==> src/cfwr_pkg.sv <==
package cfwr_pkg;

  // Field widths fixed by the interface
  localparam int unsigned WORD_W = 32;
  localparam int unsigned CAP_W  = 7;
  localparam int unsigned FILL_W = 7;
  localparam int unsigned ACT_W  = 2;
  localparam int unsigned STAT_W = 2;

  // Default ring depth and capacity register reset value
  localparam int unsigned DEPTH_DEF = 64;
  localparam logic [CAP_W-1:0] CAP_RESET = 7'd64;

  // Configuration register select (paddr[2])
  localparam logic ADDR_CAPACITY = 1'b0;

  // Action codes
  localparam logic [ACT_W-1:0] ACT_ENQ  = 2'd0;
  localparam logic [ACT_W-1:0] ACT_DEQ  = 2'd1;
  localparam logic [ACT_W-1:0] ACT_PEEK = 2'd2;
  localparam logic [ACT_W-1:0] ACT_REV  = 2'd3;

  // Status codes
  localparam logic [STAT_W-1:0] STAT_DONE  = 2'd0;
  localparam logic [STAT_W-1:0] STAT_FULL  = 2'd1;
  localparam logic [STAT_W-1:0] STAT_EMPTY = 2'd2;

  typedef struct packed {
    logic [ACT_W-1:0]         action;
    logic signed [WORD_W-1:0] value;
  } in_t;

  typedef struct packed {
    logic signed [WORD_W-1:0] read_value;
    logic [STAT_W-1:0]        status;
    logic                     is_empty;
    logic                     is_full;
    logic [FILL_W-1:0]        fill_count;
  } out_t;

  // Commands from the controller to the datapath
  typedef struct packed {
    logic exec;
    logic emit;
  } ctl_cmd_t;

endpackage

==> src/cfwr_regs.sv <==
module cfwr_regs
  import cfwr_pkg::*;
(
  input  logic             clk,
  input  logic             rst_n,
  input  logic             psel,
  input  logic             penable,
  input  logic             pwrite,
  input  logic [2:0]       paddr,
  input  logic [31:0]      pwdata,
  output logic [31:0]      prdata,
  output logic             pready,
  output logic [CAP_W-1:0] capacity
);

  logic [CAP_W-1:0] capacity_r;
  logic             wr_hit;

  // Decode a completed write to the capacity register
  assign wr_hit = psel && penable && pwrite && (paddr[2] == ADDR_CAPACITY);

  always_ff @(posedge clk) begin
    if (!rst_n) begin
      capacity_r <= CAP_RESET;
    end else if (wr_hit) begin
      capacity_r <= pwdata[CAP_W-1:0];
    end
  end

  // Read back; unused addresses read as zero
  always_comb begin
    if (paddr[2] == ADDR_CAPACITY) begin
      prdata = {{(32-CAP_W){1'b0}}, capacity_r};
    end else begin
      prdata = '0;
    end
  end

  assign pready   = 1'b1;
  assign capacity = capacity_r;

endmodule

==> src/cfwr_ctrl.sv <==
module cfwr_ctrl
  import cfwr_pkg::*;
(
  input  logic     clk,
  input  logic     rst_n,
  input  logic     start,
  output logic     busy,
  output logic     out_valid,
  output ctl_cmd_t cmd
);

  typedef enum logic [1:0] {
    ST_IDLE = 2'b01,
    ST_RESP = 2'b10
  } state_t;

  state_t state_r, state_nxt;

  // Advance: IDLE executes the taken item, then RESP presents the result
  always_comb begin
    state_nxt = state_r;
    case (state_r)
      ST_IDLE: begin
        if (start) state_nxt = ST_RESP;
      end
      ST_RESP: begin
        state_nxt = ST_IDLE;
      end
      default: begin
        state_nxt = ST_IDLE;
      end
    endcase
  end

  always_ff @(posedge clk) begin
    if (!rst_n) begin
      state_r <= ST_IDLE;
    end else begin
      state_r <= state_nxt;
    end
  end

  assign busy      = (state_r != ST_IDLE);
  assign cmd.exec  = start && (state_r == ST_IDLE);
  assign cmd.emit  = (state_r == ST_RESP);
  assign out_valid = cmd.emit;

endmodule

==> src/cfwr_dp.sv <==
module cfwr_dp
  import cfwr_pkg::*;
#(
  parameter int unsigned DEPTH = DEPTH_DEF
) (
  input  logic             clk,
  input  logic             rst_n,
  input  ctl_cmd_t         cmd,
  input  in_t              in_payload,
  input  logic [CAP_W-1:0] capacity,
  output out_t             out_payload
);

  localparam int unsigned IW = $clog2(DEPTH);
  localparam int unsigned CW = $clog2(DEPTH + 1);
  localparam int unsigned KW = (CW > CAP_W) ? CW : CAP_W;

  // Word store
  logic [WORD_W-1:0] mem_r [DEPTH];
  logic [WORD_W-1:0] rdata_r;

  // Queue state
  logic [IW-1:0] front_r, front_nxt;
  logic [IW-1:0] rear_r, rear_nxt;
  logic [CW-1:0] count_r, count_nxt;
  logic          rev_r, rev_nxt;

  // Result registers
  logic [STAT_W-1:0] res_status_r, res_status_nxt;
  logic [CW-1:0]     res_count_r;
  logic              res_full_r;
  logic              rd_valid_r;

  logic          wr_en, rd_en;
  logic [KW-1:0] cap_k;
  logic          is_empty_now, is_full_now;

  function automatic logic [IW-1:0] ring_up(input logic [IW-1:0] i);
    ring_up = (i == IW'(DEPTH - 1)) ? '0 : i + IW'(1);
  endfunction

  function automatic logic [IW-1:0] ring_down(input logic [IW-1:0] i);
    ring_down = (i == '0) ? IW'(DEPTH - 1) : i - IW'(1);
  endfunction

  // Saturate capacity to the ring depth
  assign cap_k = (KW'(capacity) > KW'(DEPTH)) ? KW'(DEPTH) : KW'(capacity);
  assign is_empty_now = (count_r == '0);
  assign is_full_now  = (KW'(count_r) >= cap_k);

  // Work out the next queue state for the current action
  always_comb begin
    front_nxt      = front_r;
    rear_nxt       = rear_r;
    count_nxt      = count_r;
    rev_nxt        = rev_r;
    res_status_nxt = STAT_DONE;
    wr_en          = 1'b0;
    rd_en          = 1'b0;
    case (in_payload.action)
      ACT_ENQ: begin
        if (is_full_now) begin
          res_status_nxt = STAT_FULL;
        end else begin
          wr_en     = 1'b1;
          rear_nxt  = rev_r ? ring_down(rear_r) : ring_up(rear_r);
          count_nxt = count_r + CW'(1);
        end
      end
      ACT_DEQ: begin
        if (is_empty_now) begin
          res_status_nxt = STAT_EMPTY;
        end else begin
          rd_en     = 1'b1;
          front_nxt = rev_r ? ring_down(front_r) : ring_up(front_r);
          count_nxt = count_r - CW'(1);
        end
      end
      ACT_PEEK: begin
        if (is_empty_now) begin
          res_status_nxt = STAT_EMPTY;
        end else begin
          rd_en = 1'b1;
        end
      end
      ACT_REV: begin
        // Front moves to the last word, rear to the slot behind the front
        if (!is_empty_now) begin
          front_nxt = rev_r ? ring_up(rear_r) : ring_down(rear_r);
          rear_nxt  = rev_r ? ring_up(front_r) : ring_down(front_r);
        end
        rev_nxt = !rev_r;
      end
      default: begin
        res_status_nxt = STAT_DONE;
      end
    endcase
  end

  // Update pointers, count and direction on an executed item
  always_ff @(posedge clk) begin
    if (!rst_n) begin
      front_r <= '0;
      rear_r  <= '0;
      count_r <= '0;
      rev_r   <= 1'b0;
    end else if (cmd.exec) begin
      front_r <= front_nxt;
      rear_r  <= rear_nxt;
      count_r <= count_nxt;
      rev_r   <= rev_nxt;
    end
  end

  // Capture the result fields
  always_ff @(posedge clk) begin
    if (cmd.exec) begin
      res_status_r <= res_status_nxt;
      res_count_r  <= count_nxt;
      res_full_r   <= (KW'(count_nxt) >= cap_k);
      rd_valid_r   <= rd_en;
    end
  end

  // Store write
  always_ff @(posedge clk) begin
    if (cmd.exec && wr_en) begin
      mem_r[rear_r] <= in_payload.value;
    end
  end

  // Registered store read at the front slot
  always_ff @(posedge clk) begin
    if (cmd.exec && rd_en) begin
      rdata_r <= mem_r[front_r];
    end
  end

  assign out_payload.read_value = rd_valid_r ? $signed(rdata_r) : '0;
  assign out_payload.status     = res_status_r;
  assign out_payload.is_empty   = (res_count_r == '0);
  assign out_payload.is_full    = res_full_r;
  assign out_payload.fill_count = FILL_W'(res_count_r);

endmodule

==> src/circular_fifo_with_reverse.sv <==
// The result beat is strobed on out_valid in the cycle after start is taken.
// A new item is not taken until the result beat is out, since the controller holds busy for it.
// Reset clears pointers, fill count and direction and sets capacity to 64;
// the word store is not cleared. The receiver cannot stall: each result beat
// is shown for exactly one cycle.
module circular_fifo_with_reverse
  import cfwr_pkg::*;
#(
  parameter int unsigned DEPTH = DEPTH_DEF
) (
  input  logic        clk,
  input  logic        rst_n,
  input  logic        start,
  output logic        busy,
  input  in_t         in_payload,
  output logic        out_valid,
  output out_t        out_payload,
  input  logic        psel,
  input  logic        penable,
  input  logic        pwrite,
  input  logic [2:0]  paddr,
  input  logic [31:0] pwdata,
  output logic [31:0] prdata,
  output logic        pready
);

  ctl_cmd_t         cmd;
  logic [CAP_W-1:0] capacity;

  cfwr_regs u_regs (
    .clk      (clk),
    .rst_n    (rst_n),
    .psel     (psel),
    .penable  (penable),
    .pwrite   (pwrite),
    .paddr    (paddr),
    .pwdata   (pwdata),
    .prdata   (prdata),
    .pready   (pready),
    .capacity (capacity)
  );

  cfwr_ctrl u_ctrl (
    .clk       (clk),
    .rst_n     (rst_n),
    .start     (start),
    .busy      (busy),
    .out_valid (out_valid),
    .cmd       (cmd)
  );

  cfwr_dp #(
    .DEPTH (DEPTH)
  ) u_dp (
    .clk         (clk),
    .rst_n       (rst_n),
    .cmd         (cmd),
    .in_payload  (in_payload),
    .capacity    (capacity),
    .out_payload (out_payload)
  );

  // Every accepted item gives its result beat on the next cycle
  a_latency: assert property (@(posedge clk) disable iff (!rst_n)
    (start && !busy) |=> out_valid)
    else $error("result beat missing after accept");

  // A result beat never repeats
  a_single: assert property (@(posedge clk) disable iff (!rst_n)
    out_valid |=> !out_valid)
    else $error("result beat repeated");

  // Rejected actions read nothing
  a_reject_zero: assert property (@(posedge clk) disable iff (!rst_n)
    (out_valid && (out_payload.status != STAT_DONE)) |-> (out_payload.read_value == '0))
    else $error("rejected action returned data");

  // Empty flag agrees with the fill count
  a_empty: assert property (@(posedge clk) disable iff (!rst_n)
    out_valid |-> (out_payload.is_empty == (out_payload.fill_count == '0)))
    else $error("empty flag disagrees with fill count");

endmodule

==> config.mk <==
export PLATFORM = sky130hd
export DESIGN_NAME = circular_fifo_with_reverse
export DESIGN_NICKNAME = d
export VERILOG_FILES = /design/src/cfwr_pkg.sv /design/src/cfwr_regs.sv /design/src/cfwr_ctrl.sv /design/src/cfwr_dp.sv /design/src/circular_fifo_with_reverse.sv
export SDC_FILE = /design/constraint.sdc
export NUM_CORES = 2
export LEC_CHECK = 0
export BUFFER_PORTS_ARGS = -buffer_cell sky130_fd_sc_hd__buf_4
export CORE_AREA = 2 2 488 490
export DETAILED_ROUTE_END_ITERATION = 8
export DIE_AREA = 0 0 490 492
export SLEW_MARGIN = 20
export SYNTH_ARGS = -nofsm -noshare
export SYNTH_HDL_FRONTEND = slang
export SYNTH_HIERARCHICAL = 1
export SYNTH_SLANG_ARGS = --single-unit
==> constraint.sdc <==
create_clock -name clk -period 9.02 [get_ports clk]
set_clock_uncertainty 0.2 [all_clocks]
set_input_delay 0.451 -clock clk [delete_from_list [all_inputs] [get_ports clk]]
set_output_delay 0.451 -clock clk [all_outputs]
set_load 0.01 [all_outputs]
==> impl_metrics.tcl <==
set metrics [dict create \
    root_buffer "clkbuf_16" \
    cts_buffers 209 \
    post_cts_buffers 0 \
    cpPeakStageDelay_ns 0.89 \
    globalRouteOverflowTotal 0 \
    pwr-share-comb_pct 4.3 \
    syn_avg_cell_area_sq_um 21.9 \
    grt_max_degree 128 \
    ff2ff_path_depth 9 \
    start_util_pct 34.8 \
    die_y_um 492 \
    dieArea_sq_um 241000 \
    port_buffers 99 \
    rsz0062_at_grt "no" \
    ir_drop_mv 0.231 \
    ioPinCount 153 \
    antenna_found_initial 5 \
    fillers 20763 \
    postRouteAntennaNets 0 \
    fmax_mhz 227 \
    cts_tree "built" \
    clock_tree.buffer_depth 3 \
    grt_pass1_wl_um 290000 \
    first_global_vias 40044 \
    via_per_inst 5.48 \
    crit_start "u_dp/count_r[2]$_SDFFE_PN0P_" \
    track_usage_pct 16.5 \
    postCtsHoldBufs 58 \
    slew_headroom_pct 33.0 \
    wirelength_um 203000 \
    cp_max_fo 39 \
    clock_latency_ns 0.84 \
    drtIter0Drc 4210 \
    dp_hpwl_um 107000 \
    fin_crit_sh_pct 48.8 \
    setup_viol 0 \
    ys_warn_count 6 \
    power.total_mw 20.0 \
    end_kind "flip-flop" \
    clkPwrFrac_pct 41.3 \
    dr_total_vias 40224 \
    cts_repair_resize_count 0 \
    wl_per_cell_um 27.6 \
    nNetsFinal 4099 \
    hold_path_class "input pin to flip-flop" \
    cts_sinks 2120 \
    firstDrtPassIters 6 \
    crit_path_start_kind "flip-flop" \
    drv_cap 0 \
    r2r-end "u_dp/mem_r[40][2]$_DFFE_PP_" \
    drive_above_1_share_pct 26.7 \
    areaGrowthSynthToFinish_pct 14.5 \
    tns_ns 0 \
    worst-setup-path-type "flip-flop to flip-flop" \
    critPathArrivalTime_ns 4.67 \
    netlist_area_sq_um 82100 \
    cp-endpoint "u_dp/mem_r[40][2]$_DFFE_PP_" \
    p_int_mw 15.8 \
    tightest_slew_ns 1.00 \
    gp_congestion 0.766 \
    drc 0 \
    worstPathCellList "ha_1 > a21o_1 > a31oi_1 > o21a_1 > nand2_2 > buf_4 > or4b_1 > nor2_4 > buf_4" \
    floorplan.core_area_sq_um 236000 \
    drv_slew 0 \
    r2r_start "u_dp/count_r[2]$_SDFFE_PN0P_" \
    seq_power_share_pct 54.4 \
    status "finished clean" \
    path_clk_slew_ns 0.06 \
    num_rows 179 \
    syn_inst 3748 \
    required_ns 9.28 \
    r2r_slack_ns 4.62 \
    cts_max_level 4 \
    switching_share_pct 21.2 \
    power.density_nw_per_um2 213 \
    slowest_stage "or4b_1" \
    timing_hold_violations_final 0 \
    crit_top_cell "buf_4" \
    leakage_nw 28.3 \
    die_w_um 490 \
    period_minus_slack_ns 4.40 \
    p_sw_mw 4.24 \
]
[final cells by class]
class	instances	area (sq um)	area share, %
clock buffers	265	5490	5.84
inverters	19	71.3	0.0758
repair buffers	268	2240	2.39
multi-input cells	1380	17900	19.0
flip-flops and latches	2120	63400	67.4
well taps	3167	3960	4.21
clock inverters	124	1000	1.07
diodes	3	7.51	0.00798
[flip-flops by register name (all words and copies together), names as in the netlist]
| signal | count |
|---|---|
| u_ctrl/state_r | 2 |
| u_dp/count_r | 7 |
| u_dp/front_r | 6 |
| u_dp/mem_r | 2048 |
| u_dp/rd_valid_r | 1 |
| u_dp/rdata_r | 32 |
| u_dp/rear_r | 6 |
| u_dp/res_count_r | 7 |
| u_dp/res_full_r | 1 |
| u_dp/res_status_r | 2 |
| u_dp/rev_r | 1 |
| u_regs/capacity | 7 |
[stage by stage]
stage          hold WS, ns  worst slack (ns)  cells  utilization, %  area [sq um]
6_report             0.282              4.62   7346            39.8         94100
3_5_place_dp         0.254              4.57   6896            36.8         87000
4_1_cts              0.220              4.63   7343            39.8         94000
5_1_grt              0.273              4.43   7343            39.8         94100
3_3_place_gp         0.239              4.61   6896            36.8         87000
2_1_floorplan        0.224              4.20   3772               -         82200
[per-layer routing]
layer | global-route usage, % | share of wire (%) | up-vias
met3 | 2.69 | 6.8 | 256
met2 | 26.1 | 47 | 1507
met4 | 4.39 | 2.3 | 2
met5 | 0 | 0.0064 | -
li1 | - | - | 16412
met1 | 23.7 | 44 | 22047
[worst min path at each step]
stage                                   start                             end  depth (start not counted)
2_1_floorplan  u_ctrl/state_r[0]$_SDFFE_PN1P_  u_ctrl/state_r[0]$_SDFFE_PN1P_                          1
3_5_place_dp   u_ctrl/state_r[0]$_SDFFE_PN1P_  u_ctrl/state_r[0]$_SDFFE_PN1P_                          1
5_1_grt                                 start  u_ctrl/state_r[1]$_SDFFE_PN0P_                          3
3_3_place_gp   u_ctrl/state_r[0]$_SDFFE_PN1P_  u_ctrl/state_r[0]$_SDFFE_PN1P_                          1
4_1_cts                                 start  u_ctrl/state_r[1]$_SDFFE_PN0P_                          3
6_report                                start  u_ctrl/state_r[1]$_SDFFE_PN0P_                          3
[power groups by stage]
stage | registers, mW | clock network, mW | logic [mW]
after floorplan | 11.1 | 0 | 0.515
after global placement | 11.1 | 0 | 0.842
after detailed placement | 11.1 | 0 | 0.856
after CTS | 10.9 | 8.42 | 0.880
after global routing | 10.9 | 8.76 | 0.933
final | 10.9 | 8.26 | 0.863
[cells in the final DEF, fill, tap and decap left out, drive strengths merged, types with 19 or more instances in the layout]
cell type / instances
a21oi: 56
a221oi: 78
a22o: 35
a22oi: 61
and2: 38
buf: 210
clkbuf: 265
clkinv: 110
conb: 26
dfxtp: 29
dlygate4sd3: 58
edfxtp: 2091
ha: 26
inv: 22
mux2i: 37
mux4: 525
nand2: 69
nand3: 22
nor2: 92
nor2b: 19
nor3: 57
o21ai: 35
o22ai: 36
[critical path, delay by kind of cell (launching register included)]
kind | cells | cell delay (ns)
buffers and inverters | 2 | 0.90
adders and majority gates | 1 | 0.34
AOI/OAI and AO/OA | 3 | 0.76
and+or+nand+nor | 3 | 1.13
DFF | 1 | 0.63
(Power assumes the default switching activity.)
